==> src/rtl/rpn_pkg.sv <==
// Shared constants, codes and control structs of the RPN stack calculator.
// No dependencies; imported by every module of the block.
package rpn_pkg;

  localparam int DATA_W            = 64;
  localparam int ACT_W             = 3;
  localparam int DEPTH_W           = 7;
  localparam int STAT_W            = 3;
  localparam int OUT_W             = 80;
  localparam int DEF_STACK_DEPTH   = 64;
  localparam int DEF_FRACTION_BITS = 32;

  localparam logic [ACT_W-1:0] ACT_PUSH  = 3'd0;
  localparam logic [ACT_W-1:0] ACT_ADD   = 3'd1;
  localparam logic [ACT_W-1:0] ACT_SUB   = 3'd2;
  localparam logic [ACT_W-1:0] ACT_MUL   = 3'd3;
  localparam logic [ACT_W-1:0] ACT_DIV   = 3'd4;
  localparam logic [ACT_W-1:0] ACT_CLEAR = 3'd5;

  localparam logic [STAT_W-1:0] ST_OK        = 3'd0;
  localparam logic [STAT_W-1:0] ST_UNDERFLOW = 3'd1;
  localparam logic [STAT_W-1:0] ST_FULL      = 3'd2;
  localparam logic [STAT_W-1:0] ST_DIVZERO   = 3'd3;
  localparam logic [STAT_W-1:0] ST_RANGE     = 3'd4;

  // Request to the serial multiply/divide unit
  typedef struct packed {
    logic start;
    logic div;
  } md_ctrl_t;

  // Completion report of the serial multiply/divide unit
  typedef struct packed {
    logic done;
    logic ok;
  } md_stat_t;

endpackage

==> src/rtl/rpn_stack.sv <==
// Operand stack storage: one write port, one registered read port.
// Depends on rpn_pkg for the data width and the default depth.
module rpn_stack import rpn_pkg::*; #(
  parameter int STACK_DEPTH = DEF_STACK_DEPTH,
  localparam int ADDR_W = $clog2(STACK_DEPTH)
) (
  input  logic              clk_i,
  input  logic              wr_en_i,
  input  logic [ADDR_W-1:0] wr_addr_i,
  input  logic [DATA_W-1:0] wr_data_i,
  input  logic [ADDR_W-1:0] rd_addr_i,
  output logic [DATA_W-1:0] rd_data_o
);

  logic [DATA_W-1:0] mem [STACK_DEPTH];

  always_ff @(posedge clk_i) begin
    if (wr_en_i) begin
      mem[wr_addr_i] <= wr_data_i;
    end
    rd_data_o <= mem[rd_addr_i];
  end

endmodule

==> config.mk <==
export PLATFORM = sky130hd
export DESIGN_NAME = rpn_stack
export DESIGN_NICKNAME = d
export VERILOG_FILES = /design/src/rtl/rpn_pkg.sv /design/src/rtl/rpn_stack.sv
export SDC_FILE = /design/constraint.sdc
export NUM_CORES = 2
export LEC_CHECK = 0
export BUFFER_PORTS_ARGS = -buffer_cell sky130_fd_sc_hd__buf_2
export CAP_MARGIN = 20
export CORE_MARGIN = 2
export CORE_UTILIZATION = 59
export CTS_BUF_LIST = sky130_fd_sc_hd__clkbuf_2 sky130_fd_sc_hd__clkbuf_4 sky130_fd_sc_hd__clkbuf_8
export CTS_CLUSTER_DIAMETER = 120
export DETAILED_ROUTE_END_ITERATION = 12
export PLACE_DENSITY_LB_ADDON = 0.25
export SYNTH_ARGS = -nofsm -noshare
export SYNTH_HDL_FRONTEND = slang
export SYNTH_SLANG_ARGS = --single-unit
==> constraint.sdc <==
create_clock -name clk_i -period 5.9 [get_ports clk_i]
set_input_delay 0.59 -clock clk_i [delete_from_list [all_inputs] [get_ports clk_i]]
set_output_delay 0.59 -clock clk_i [all_outputs]
set_load 0.1 [all_outputs]
* After elaboration in Yosys (flattened, before gate mapping)
Memories as Yosys holds them, arrays and structs flattened. A register that Yosys moved wholly into a read port is not among the register bits. Index checks and enable logic that the tools add are counted.
Cells by class: mux-type cells 2
Operators by type and width (number):
- $mux 1 | 2
Storage, ports and cells: RAM bits 4096, bits in registers 0, input bits 78, word-level logic and storage cells 3, output and inout port bits 64, memories kept 1
Memory list:
- mem | depth 64, bits a word 64, rd ports 1, clocked after Yosys merged registers in 1, wr ports 1, line rpn_stack.sv:15 | logic [DATA_W-1:0] mem [STACK_DEPTH];

* Logic depth before layout (Yosys ltp)
word-level depth 2, gate-level depth with buffers 9, mapped depth without buffers 5

* Worst setup path before layout
OpenSTA, ideal clock, no wires.
path type input -> register, start input port wr_addr_i[3], end memory mem[48][0], enable pin, path buffers 1, stages on the path 4, arrival 5.462 ns, slack -0.126 ns, required time 5.336 ns, setup time 0.564 ns, cells stage by stage clkbuf_1 nor2b_1 nand4b_1 nor3_1
RTL lines:
- from (decl) | line rpn_stack.sv:9 | input logic [ADDR_W-1:0] wr_addr_i,
- to (decl) | line rpn_stack.sv:15
No word-level cell before the write port.

* Worst setup path in the final report
start register rd_data_o[3] (read register of mem), end output port rd_data_o[3]
RTL lines:
- from (decl) | line rpn_stack.sv:12 | output logic [DATA_W-1:0] rd_data_o
No word-level cell between the ends.

==> impl_metrics.tcl <==
set metrics [dict create \
    clk_latency_ns 1.21 \
    grt_max_degree 100 \
    boundaryPins 142 \
    setup.worst_path.start "rd_data_o[3]$_DFF_P_" \
    combPwrFrac 0.055 \
    hold_viol_final 0 \
    leakage_nw 55.9 \
    intPower_mw 46.5 \
    cts_tree "done" \
    fin_skew_ns 0.0665 \
    gp_congestion 0.821 \
    crit_required_ns 5.31 \
    dpl-instance-area_mm2 0.163 \
    yosys.cell_types.count 33 \
    cts_sinks 4160 \
    cp_cell_sequence "buf_2" \
    p_per_area_mw_per_mm2 340 \
    port_buffers 141 \
    wl_per_cell_um 36.5 \
    relSlewSlack 0.181 \
    cts.path.max_buffers 4 \
    r2r_slack_ns 3.58 \
    syn-num-nets 6676 \
    drtPass1Iterations 5 \
    switching_share 0.226 \
    drt_iter0_markers 11600 \
    antenna_found_initial 31 \
    crit_family "flip-flops" \
    ys_seq_area_frac 0.795 \
    avgSynthCellArea_um2 23.7 \
    min_period_ns 2.96 \
    most-common-layout-cells "4096 x edfxtp_1, 1024 x mux4_2, 690 x clkbuf_8" \
    initial_core_util 0.595 \
    die_h_um 519 \
    first_global_vias 77600 \
    holdCritPathClass "in -> reg" \
    fmax_mhz 338 \
    path_clk_slew_ns 0.07 \
    final_common_cell "edfxtp_1" \
    fp.coreArea_mm2 0.263 \
    crit_buf_inv 1 \
    row_count 188 \
    drive_gt1_frac 0.330 \
    drc_errors 0 \
    dieWidth_um 519 \
    nets 7402 \
    yosysWarnings 0 \
    slowest_delay_ns 0.64 \
    slew_viol_final 0 \
    pwr-share-clk 0.398 \
    status "complete, no violations" \
    crit_end "rd_data_o[3]" \
    rsz0062_at_grt "no" \
    die-area_mm2 0.269 \
    crit_cells 1 \
    ys_ff_latch 4160 \
    gr-total-overflow 0 \
    cts_resized 0 \
    routed_wl_um 415000 \
    syn_area_mm2 0.156 \
    r2r-start "mem[9][28]$_DFFE_PP_" \
    p_switching_mw 13.6 \
    reg2reg_depth 5 \
    worstSetupPathType "reg -> out" \
    critical_path.slowest_cell "dfxtp_1" \
    crit_path_max_fanout 1 \
    cts_root_buf "clkbuf_8" \
    worst_pin_slew_ns 1.23 \
    maxCapViolCount 0 \
    finalSetupViolations 0 \
    vias_per_cell 6.84 \
    power.share.sequential 0.547 \
    synthToLayoutAreaGrowth_pct 13.1 \
    antenna_left 0 \
    fin_setup_tns_ns 0 \
    reg2reg_to "rd_data_o[28]$_DFF_P_" \
    ir_drop_uv 355 \
    period_share 0.502 \
    h-tree-depth 6 \
    startpoint_type "register" \
    fin_area_mm2 0.177 \
    hpwlAfterDp_um 224000 \
    via_count 77800 \
    grt_pass1_wl_um 582000 \
    end_kind "output pin" \
    grt_usage 0.308 \
    arrival_ns 2.37 \
    cts_buffers 639 \
    synthCells 6598 \
]
[cell type report]
class,count,area [um2]
clock inverter,229,1560
inverter,19,71.3
fill,16100,86200
sequential,4160,124000
clock buffer,924,11300
tap,3515,4400
timing repair buffer,455,4360
multi-input combinational,2049,30800
antenna,21,52.6
[cells in the mapped netlist]
cell | number | share of area
and3_1 | 64 | 0.0026
nor2b_1 | 28 | 0.0011
or2_2 | 28 | 0.0011
nor3_1 | 2 | 0.000064
o22ai_1 | 83 | 0.0033
a41oi_1 | 26 | 0.0015
a22oi_1 | 168 | 0.0081
clkbuf_1 | 140 | 0.0034
nand2b_1 | 11 | 0.00044
a31oi_1 | 18 | 0.00072
a31o_1 | 1 | 0.000056
buf_1 | 20 | 0.00048
buf_2 | 170 | 0.0054
nand4b_1 | 1 | 0.000056
dfxtp_1 | 64 | 0.0082
a211oi_1 | 63 | 0.0030
or3_1 | 29 | 0.0012
buf_6 | 6 | 0.00043
nand2_1 | 58 | 0.0014
o221ai_1 | 38 | 0.0021
nand4_1 | 2 | 0.000080
or3b_2 | 1 | 0.000056
edfxtp_1 | 4096 | 0.79
inv_1 | 19 | 0.00046
a22o_1 | 88 | 0.0049
and2_1 | 3 | 0.00012
nor2_1 | 112 | 0.0027
a2bb2oi_1 | 19 | 0.0011
nand3_1 | 45 | 0.0014
mux4_2 | 1024 | 0.15
buf_4 | 34 | 0.0016
mux2i_1 | 135 | 0.0086
nand3b_1 | 2 | 0.000096
[registers in the layout, summed over array words and instances, names as in the netlist]
signal,count
mem,4096
rd_data_o,64
[metrics by stage]
stage	setup WS (ns)	total power, mW	utilization	hold WS, ns	instances
after floorplan	1.28	35.4	-	0.689	6598
after global placement	2.06	36.7	0.619	0.812	10100
after detailed placement	2.06	36.8	0.619	0.824	10100
after CTS	2.84	60.3	0.668	0.0132	11300
after global routing	2.91	61.8	0.672	0.0822	11400
final	2.94	60.2	0.672	0.0527	11400
[logic make-up (layout without fill, tap and decap cells)]
kind of cell | count (synthesis) | count (layout) | share of synthesized area
and+or+nand+nor | 386 | 386 | 0.0124
muxes | 1159 | 1159 | 0.156
AOI/OAI and AO/OA | 504 | 504 | 0.0248
DFF | 4160 | 4160 | 0.795
buffers and inverters | 389 | 1627 | 0.0118
other | 0 | 21 | 0
[worst min path at each step]
| stage | start | endpoint | slack [ns] | cells past startpoint |
|---|---|---|---|---|
| after floorplan | wr_data_i[0] | mem[0][0]$_DFFE_PP_ | 0.69 | 0 |
| after global placement | mem[55][28]$_DFFE_PP_ | rd_data_o[28]$_DFF_P_ | 0.81 | 4 |
| after detailed placement | mem[54][28]$_DFFE_PP_ | rd_data_o[28]$_DFF_P_ | 0.82 | 4 |
| after CTS | wr_data_i[21] | mem[45][21]$_DFFE_PP_ | 0.01 | 1 |
| after global routing | wr_data_i[62] | mem[35][62]$_DFFE_PP_ | 0.08 | 2 |
| final | wr_data_i[62] | mem[35][62]$_DFFE_PP_ | 0.05 | 2 |
[routing by layer]
layer  routed length, um  vias up  track usage  share of wire
li1                    -    30100            -              -
met1              151000    41400        0.440           0.36
met2              195000     5500        0.471           0.47
met3               52900      807       0.0774           0.13
met4               15700       14        0.110          0.038
met5                  94        -            0        0.00023
[repair_timing]
item / CTS / global route
setup buffers: 0 / 0
hold buffers: 0 / 34
hold endpoints to repair: 0 / 978
[power by group through the flow]
stage | clock network, mW | registers, mW | logic (mW)
after global routing | 25.4 | 32.9 | 3.47
final | 23.9 | 32.9 | 3.33
after CTS | 24.2 | 32.9 | 3.25
after detailed placement | 0 | 33.5 | 3.24
after floorplan | 0 | 33.9 | 1.52
after global placement | 0 | 33.5 | 3.18
No activity file was read; power rests on OpenSTA's default activity.
