### config.mk
export PLATFORM = sky130hd
export DESIGN_NAME = rpn_muldiv
export DESIGN_NICKNAME = d
export VERILOG_FILES = /design/src/rtl/rpn_pkg.sv /design/src/rtl/rpn_muldiv.sv
export SDC_FILE = /design/constraint.sdc
export NUM_CORES = 1
export LEC_CHECK = 0
export BUFFER_PORTS_ARGS = -buffer_cell sky130_fd_sc_hd__buf_2
export CORE_ASPECT_RATIO = 0.9
export CORE_MARGIN = 5
export CORE_UTILIZATION = 30
export CTS_BUF_LIST = sky130_fd_sc_hd__clkbuf_8
export DETAILED_ROUTE_END_ITERATION = 12
export GPL_TIMING_DRIVEN = 0
export PLACE_DENSITY = 0.43
export SKIP_CTS_REPAIR_TIMING = 1
export SLEW_MARGIN = 40
export SYNTH_ARGS = -nofsm -noshare
export SYNTH_HDL_FRONTEND = slang
export SYNTH_SLANG_ARGS = --single-unit
### constraint.sdc
create_clock -name clk_i -period 12.9 [get_ports clk_i]
set_clock_uncertainty 0.1 [all_clocks]
set_input_delay 3.225 -clock clk_i [delete_from_list [all_inputs] [get_ports clk_i]]
set_output_delay 3.225 -clock clk_i [all_outputs]
set_load 0.005 [all_outputs]
### src/rtl/rpn_pkg.sv
// Shared constants, codes and control structs of the RPN stack calculator.
// No dependencies; imported by every module of the block.
package rpn_pkg;

  localparam int DATA_W            = 64;
  localparam int ACT_W             = 3;
  localparam int DEPTH_W           = 7;
  localparam int STAT_W            = 3;
  localparam int OUT_W             = 80;
  localparam int DEF_STACK_DEPTH   = 64;
  localparam int DEF_FRACTION_BITS = 32;

  localparam logic [ACT_W-1:0] ACT_PUSH  = 3'd0;
  localparam logic [ACT_W-1:0] ACT_ADD   = 3'd1;
  localparam logic [ACT_W-1:0] ACT_SUB   = 3'd2;
  localparam logic [ACT_W-1:0] ACT_MUL   = 3'd3;
  localparam logic [ACT_W-1:0] ACT_DIV   = 3'd4;
  localparam logic [ACT_W-1:0] ACT_CLEAR = 3'd5;

  localparam logic [STAT_W-1:0] ST_OK        = 3'd0;
  localparam logic [STAT_W-1:0] ST_UNDERFLOW = 3'd1;
  localparam logic [STAT_W-1:0] ST_FULL      = 3'd2;
  localparam logic [STAT_W-1:0] ST_DIVZERO   = 3'd3;
  localparam logic [STAT_W-1:0] ST_RANGE     = 3'd4;

  // Request to the serial multiply/divide unit
  typedef struct packed {
    logic start;
    logic div;
  } md_ctrl_t;

  // Completion report of the serial multiply/divide unit
  typedef struct packed {
    logic done;
    logic ok;
  } md_stat_t;

endpackage

### src/rtl/rpn_muldiv.sv
// Bit-serial signed fixed-point multiplier (shift-add) and divider (restoring).
// Depends on rpn_pkg for widths and the request/report structs.
module rpn_muldiv import rpn_pkg::*; #(
  parameter int FRACTION_BITS = DEF_FRACTION_BITS
) (
  input  logic              clk_i,
  input  logic              rst_ni,
  input  md_ctrl_t          ctrl_i,
  input  logic [DATA_W-1:0] a_i,
  input  logic [DATA_W-1:0] b_i,
  output md_stat_t          stat_o,
  output logic [DATA_W-1:0] res_o
);

  localparam int DIV_STEPS = DATA_W + FRACTION_BITS;
  localparam int STEP_W    = $clog2(DIV_STEPS);

  localparam logic [1:0] P_IDLE = 2'd0;
  localparam logic [1:0] P_RUN  = 2'd1;
  localparam logic [1:0] P_FIN  = 2'd2;

  localparam logic [DATA_W-1:0] MIN_MAG = {1'b1, {(DATA_W-1){1'b0}}};

  logic [1:0]        phase_q;
  logic [STEP_W-1:0] steps_q;
  logic              done_q;
  logic              div_q, neg_q, ovf_q, ok_q;
  logic [DATA_W-1:0] acc_q, lo_q, sh_q, opnd_q, res_q;

  logic [DATA_W-1:0]   mag_a, mag_b;
  logic [DATA_W:0]     mul_sum;
  logic [DATA_W+1:0]   div_trial;
  logic                div_ge;
  logic [2*DATA_W-1:0] shifted;
  logic                hi_zero, fits;
  logic [DATA_W-1:0]   mag, signed_res;

  assign mag_a = a_i[DATA_W-1] ? (~a_i + 1'b1) : a_i;
  assign mag_b = b_i[DATA_W-1] ? (~b_i + 1'b1) : b_i;

  assign mul_sum   = {1'b0, acc_q} + (sh_q[0] ? {1'b0, opnd_q} : {(DATA_W+1){1'b0}});
  assign div_trial = {1'b0, acc_q, sh_q[DATA_W-1]} - {2'b00, opnd_q};
  assign div_ge    = ~div_trial[DATA_W+1];

  // Drop the fraction bits of the full product
  assign shifted = {acc_q, lo_q} >> FRACTION_BITS;

  always_comb begin
    if (div_q) begin
      hi_zero = ~ovf_q;
      mag     = lo_q;
    end else begin
      hi_zero = (shifted[2*DATA_W-1:DATA_W] == '0);
      mag     = shifted[DATA_W-1:0];
    end
    fits       = hi_zero && (neg_q ? (mag <= MIN_MAG) : ~mag[DATA_W-1]);
    signed_res = neg_q ? (~mag + 1'b1) : mag;
  end

  always_ff @(posedge clk_i or negedge rst_ni) begin
    if (!rst_ni) begin
      phase_q <= P_IDLE;
      steps_q <= '0;
      done_q  <= 1'b0;
    end else begin
      done_q <= 1'b0;
      unique case (phase_q)
        P_IDLE: begin
          if (ctrl_i.start) begin
            phase_q <= P_RUN;
            steps_q <= ctrl_i.div ? STEP_W'(DIV_STEPS - 1) : STEP_W'(DATA_W - 1);
          end
        end
        P_RUN: begin
          if (steps_q == '0) begin
            phase_q <= P_FIN;
          end else begin
            steps_q <= steps_q - 1'b1;
          end
        end
        P_FIN: begin
          phase_q <= P_IDLE;
          done_q  <= 1'b1;
        end
        default: phase_q <= P_IDLE;
      endcase
    end
  end

  always_ff @(posedge clk_i) begin
    if (ctrl_i.start && (phase_q == P_IDLE)) begin
      div_q  <= ctrl_i.div;
      neg_q  <= a_i[DATA_W-1] ^ b_i[DATA_W-1];
      ovf_q  <= 1'b0;
      acc_q  <= '0;
      lo_q   <= '0;
      sh_q   <= ctrl_i.div ? mag_a : mag_b;
      opnd_q <= ctrl_i.div ? mag_b : mag_a;
    end else if (phase_q == P_RUN) begin
      if (div_q) begin
        acc_q <= div_ge ? div_trial[DATA_W-1:0] : {acc_q[DATA_W-2:0], sh_q[DATA_W-1]};
        lo_q  <= {lo_q[DATA_W-2:0], div_ge};
        ovf_q <= ovf_q | lo_q[DATA_W-1];
        sh_q  <= {sh_q[DATA_W-2:0], 1'b0};
      end else begin
        acc_q <= mul_sum[DATA_W:1];
        lo_q  <= {mul_sum[0], lo_q[DATA_W-1:1]};
        sh_q  <= {1'b0, sh_q[DATA_W-1:1]};
      end
    end else if (phase_q == P_FIN) begin
      res_q <= signed_res;
      ok_q  <= fits;
    end
  end

  assign stat_o.done = done_q;
  assign stat_o.ok   = ok_q;
  assign res_o       = res_q;

endmodule

# After elaboration in Yosys (flattened, before gate mapping)
# Cells that the tools add are included.
# op_classes
addsub	6
n_lt_le_gt_ge	1
eq_ne	5
mux	23
n_bitwise	10
n_reduce_logical	11
# ops
op	count
2-to-1 mux 64 bit	13
adder 64 x 1 -> 64 bit, second input constant	3
inverter 64 bit	3
subtractor 65 x 64 -> 66 bit	1
adder 64 x 64 -> 65 bit	1
<= comparator 64 bit, second input constant	1
logical NOT 64 bit	1
2-to-1 mux 7 bit	3
one-hot mux 7 bit (2 select lines)	1
logical NOT 7 bit	1
subtractor 7 x 1 -> 7 bit, second input constant	1
!= test 2 bit, second input constant	3
AND reduction 3 bit	2
inverter 1 bit	5
2-to-1 mux 2 bit	2
one-hot mux 2 bit (2 select lines)	1
AND reduction 2 bit	2
nonzero test 2 bit	2
2-to-1 mux 1 bit	3
equality test 2 x 1 -> 1 bit, second input constant	1
equality test 2 bit, second input constant	1
logical AND 1 bit	2
logical NOT 2 bit	1
OR 1 bit	1
bitwise XOR 1 bit	1
# totals
regBits	334
wordCells	68

# Logic depth before layout (Yosys ltp)
# depth
word_depth	5
depth_mapped	23
depth_no_buf	14

# Least setup slack after synthesis
# Ideal clock, no wire load.
# synth_path
kind	in2reg
from	input port b_i[10]
to	register sh_q[58] (data pin)
setup_ps	369
t_arrival_ps	6352
required_ps	12431
slack_ps	6079
path_stages	11
n_path_buf	0
path_cell_list	or4_4 -> nor4_4 -> nand2b_2 -> or4_4 -> or4_4 -> nand2b_4 -> or3_4 -> o41ai_4 -> xor2_1 -> and2b_1 -> o22ai_1
# synth_between
elab_chain_len	5
# synth_lines
item	line_no	source
from (decl)	rpn_muldiv.sv:10	input logic [DATA_W-1:0] b_i,
inverter 64 bit	rpn_muldiv.sv:39	assign mag_b = b_i[DATA_W-1] ? (~b_i + 1'b1) : b_i;
adder 64 x 1 -> 64 bit	rpn_muldiv.sv:39	
2-to-1 mux 64 bit	rpn_muldiv.sv:39	
2-to-1 mux 64 bit	rpn_muldiv.sv:97	sh_q <= ctrl_i.div ? mag_a : mag_b;
2-to-1 mux 64 bit	rpn_muldiv.sv:91	if (ctrl_i.start && (phase_q == P_IDLE)) begin
to (signal assigned)	rpn_muldiv.sv:97	
to (signal assigned)	rpn_muldiv.sv:104	sh_q <= {sh_q[DATA_W-2:0], 1'b0};
to (signal assigned)	rpn_muldiv.sv:108	sh_q <= {1'b0, sh_q[DATA_W-1:1]};
to (decl)	rpn_muldiv.sv:28	logic [DATA_W-1:0] acc_q, lo_q, sh_q, opnd_q, res_q;
# Every way passes these cells.
# A chain may end at the register's enable or synchronous reset.

# Worst setup path after layout
# layout_path
from	register div_q
to	register res_q[62], in the netlist res_o[62] (data pin)
# layout_between
elab_chain_len	4
# layout_lines
item	line_no	source
from (decl)	rpn_muldiv.sv:27	logic div_q, neg_q, ovf_q, ok_q;
from (signal assigned)	rpn_muldiv.sv:92	div_q <= ctrl_i.div;
2-to-1 mux 64 bit (*)	rpn_muldiv.sv:49	if (div_q) begin
inverter 64 bit	rpn_muldiv.sv:57	signed_res = neg_q ? (~mag + 1'b1) : mag;
adder 64 x 1 -> 64 bit	rpn_muldiv.sv:57	
2-to-1 mux 64 bit (*)	rpn_muldiv.sv:57	
net signed_res[62]	rpn_muldiv.sv:36	logic [DATA_W-1:0] mag, signed_res;
to (signal assigned)	rpn_muldiv.sv:111	res_q <= signed_res;
to (decl)	rpn_muldiv.sv:28	
# The timed path passes the listed nets; every way through them passes the cells marked *.

==> key figures <==
Timing
  – Final setup fails: 0
  – Clock period minus final worst setup slack: 8.582 ns
  – RSZ-0062 raised after global routing: false
  – Final WS setup: 4.318 ns
  – WHS: 0.3897 ns
  – Fmax: 116.5 MHz
  – Hold Vio Cnt, Final: 0
  – Final max-slew violation count: 0
  – Worst-Margin Slew: 0.9264 ns
  – Final period utilization: 66.53%
  – Setup TNS: 0 ns
  – Max-slew headroom: 38.24%

Detailed routing
  – Vias: 27380
  – Initial drt markers: 2920
  – Via density: 5.562
  – Pre-antenna DRT Iters: 5
  – WL final: 126000 um
  – Drt wl/cell: 25.60 um
  – Post-route DRC: 0
  – Post-route ant nets: 0

Clock tree
  – Maximum buffer depth of the clock tree: 3
  – CTS tree: built
  – CTS root buffer: clkbuf_8
  – Clk slew on worst S/H paths: 0.06 ns
  – Worst skew pair latency: 0.66 ns
  – TritonCTS buffer count: 70
  – H-tree depth: 3
  – Clk sink count: 334

Finish
  – Layout Cells excl Fill: 4922
  – Layout area overhead: 15.42%
  – Share of layout cells above drive strength 1: 11.80%
  – Nets: 3889

Placed design
  – Post-place setup slack: 4.510 ns
  – Inst Count DP: 4792
  – Port Buffers: 196
  – Final HPWL DP: 99870 um
  – Final GP Congestion: 0.9212

Logic synthesis
  – Syn nets: 3612
  – Xor/xnor share of the synthesized area: 9.549%
  – Sequential area share after synthesis: 31.06%
  – Commonest register cell after synthesis: edfxtp_1
  – Post-Syn Area per Cell: 8.363 um2
  – Yosys Warn Count: 0
  – Mux share of post-synthesis cell area: 9.410%
  – Post-synth EDFFs: 195
  – Commonest cells post-synth: a21oi_1, nand2_1, o21ai_0
  – Most area-hungry cell type in the Yosys netlist: edfxtp_1
  – Post-synthesis instance total: 3345
  – Count leader, synth: a21oi_1
  – Adder-cell share of the synthesized area: 6.092%
  – Cell area after synthesis: 0.02798 mm2
  – Cells taking the most area after synthesis: edfxtp_1, dfxtp_1, mux2i_1, a21oi_1, xor2_1
  – Simple-Gate Fraction of Synth Area: 16.61%
  – Main combinational cell family by area after synthesis: compound AO/OA/AOI/OAI gates
  – Synth cell types: 81
  – Synth Area in Compound Gates: 22.88%
  – Post-synth ARST share: 2.994%
  – Synth top area share: 20.93%
  – Synth Register Bits: 334

Setup path
  – Crit Path Class: register to register
  – Capturing point of the worst reg2reg path: res_o[62]$_DFFE_PP_
  – CP startpoint kind: register
  – CP endpoint: res_o[62]$_DFFE_PP_
  – Reg2reg start: div_q$_DFFE_PP_
  – Worst R2R Setup Slack: 4.32 ns
  – R2R cell count: 23
  – Critical path origin: div_q$_DFFE_PP_
  – Worst Path Arrival: 8.87 ns
  – CP Max Fanout: 10
  – Critical Path RT: 13.19 ns
  – CP Capture Type: register

Pwr
  – Int Power: 0.003830 W
  – Sw power: 0.003916 W
  – Clock share of power: 15.2%
  – Combinational fraction of design power: 56.9%
  – Pwr dens: 239.9 mW/mm2
  – Worst vdd ir: 0.09762 mV
  – Leakage: 13.33 nW
  – Sw Share: 50.56%
  – Sequential share of power: 27.9%

Global routing
  – Initial antenna violation count: 3
  – Global-route wire length before repair: 183000 um
  – Largest net degree at the start of global routing: 36
  – Grt ovf: 0
  – GRT Total Usage: 24.26%
  – Vias in the first global route: 26390

Floorplanning
  – Initial Util: 30.18%
  – Core ar.: 0.09271 mm2
  – DIE AREA: 0.09947 mm2
  – Site row count: 106
  – Die width: 331.9 um
  – Die Y: 299.7 um
  – Boundary Pins: 198

Run
  – Max-Cap Viols: 0

Min path
  – Hold depth: 2
  – Worst Hold Class: register to register

Outcome
  – Status: complete, no violations
==> worst max-delay path, cell delays in order (launching register included) <==
cell and delay [ns]:
edfxtp_1 0.32, buf_2 0.21, buf_2 0.35, buf_2 0.38
buf_2 0.37, buf_1 0.51, buf_2 0.38, buf_2 0.44
buf_2 0.43, buf_2 0.46, buf_2 0.43, nor2b_1 0.12
a21oi_1 0.33, ha_1 0.22, o21ai_0 0.12, or2_2 0.37
nor2_1 0.19, nand2b_1 0.22, nand3b_1 0.42, or4_1 0.70
or4_1 0.54, or2_2 0.36, o21ai_0 0.20, xnor2_1 0.13
==> layout by cell type (no fill, tap or decap), drive strengths merged, types with 17 or more instances in the layout <==
cell,count
nor2b,44
o21bai,28
edfxtp,195
nor3,71
or2,25
nand2b,17
nand4,42
nor2,170
o211ai,35
nor4,23
mux2i,254
a21oi,388
or4,38
o41ai,27
o21ai,292
a31oi,23
and2,72
ha,133
dfxtp,129
buf,253
o31ai,51
or3,27
xnor2,99
inv,145
xor2,206
clkbuf,241
nand3,37
a21o,70
nand2,320
o21a,22
==> layer usage <==
metal	routed length (um)	global-route usage, %	vias to the layer above
li1	-	-	12830
met1	61980	37.17	13290
met2	51540	35.26	1105
met3	9076	3.770	150
met4	3401	6.448	0
met5	0	0	-
==> kinds of logic (layout without fill, tap and decap cells) <==
| family | after synthesis | count (layout) |
|---|---|---|
| adder cells (fa/ha/maj) | 135 | 135 |
| buffers and inverters | 319 | 652 |
| XOR/XNOR | 305 | 305 |
| AO/OA/AOI/OAI | 1057 | 1057 |
| other | 0 | 2 |
| AND/OR/NAND/NOR | 933 | 933 |
| multiplexers | 262 | 262 |
| flip-flops | 334 | 334 |
==> cell type report <==
| type | instances | area [um2] |
|---|---|---|
| diodes | 2 | 5.005 |
| plain buffers | 205 | 857.1 |
| clock buffers | 84 | 1156 |
| clock inverters | 44 | 287.8 |
| fillers | 9884 | 60420 |
| inverters | 114 | 432.9 |
| multi-input cells | 2692 | 18110 |
| flip-flops and latches | 334 | 8688 |
| well taps | 1242 | 1554 |
| repair buffers | 205 | 1194 |
==> metrics by stage <==
step | total power (W) | instance area (um2) | utilization, %
finish | 0.007746 | 32290 | 34.83
global route | 0.008247 | 32290 | 34.83
CTS | 0.007653 | 32280 | 34.82
detailed placement | 0.006436 | 30830 | 33.26
global placement | 0.006463 | 30510 | 32.91
floorplan | 0.004878 | 27980 | -
==> registers in the layout (all words and copies together) (netlist names), 2 cells and up <==
name and cells:
lo_q 64, phase_q 2, acc_q 64, opnd_q 64, sh_q 64, steps_q 7
res_o 64
==> worst min path at each step <==
| stage | startpoint | end | slack, ns |
|---|---|---|---|
| detailed placement | ovf_q$_SDFFE_PP0P_ | ovf_q$_SDFFE_PP0P_ | 0.36 |
| global placement | ovf_q$_SDFFE_PP0P_ | ovf_q$_SDFFE_PP0P_ | 0.36 |
| global route | lo_q[28]$_SDFFE_PP0P_ | lo_q[28]$_SDFFE_PP0P_ | 0.44 |
| CTS | ovf_q$_SDFFE_PP0P_ | ovf_q$_SDFFE_PP0P_ | 0.38 |
| floorplan | ovf_q$_SDFFE_PP0P_ | ovf_q$_SDFFE_PP0P_ | 0.34 |
| finish | ovf_q$_SDFFE_PP0P_ | ovf_q$_SDFFE_PP0P_ | 0.39 |
==> power by group through the flow <==
stage | combinational [W] | clock, W | sequential [W]
after floorplan | 0.00301 | 0 | 0.00187
after global placement | 0.00430 | 0 | 0.00216
after detailed placement | 0.00429 | 0 | 0.00215
after CTS | 0.00432 | 0.00121 | 0.00213
after global routing | 0.00481 | 0.00126 | 0.00218
final | 0.00441 | 0.00118 | 0.00216
(Power assumes the default switching activity.)
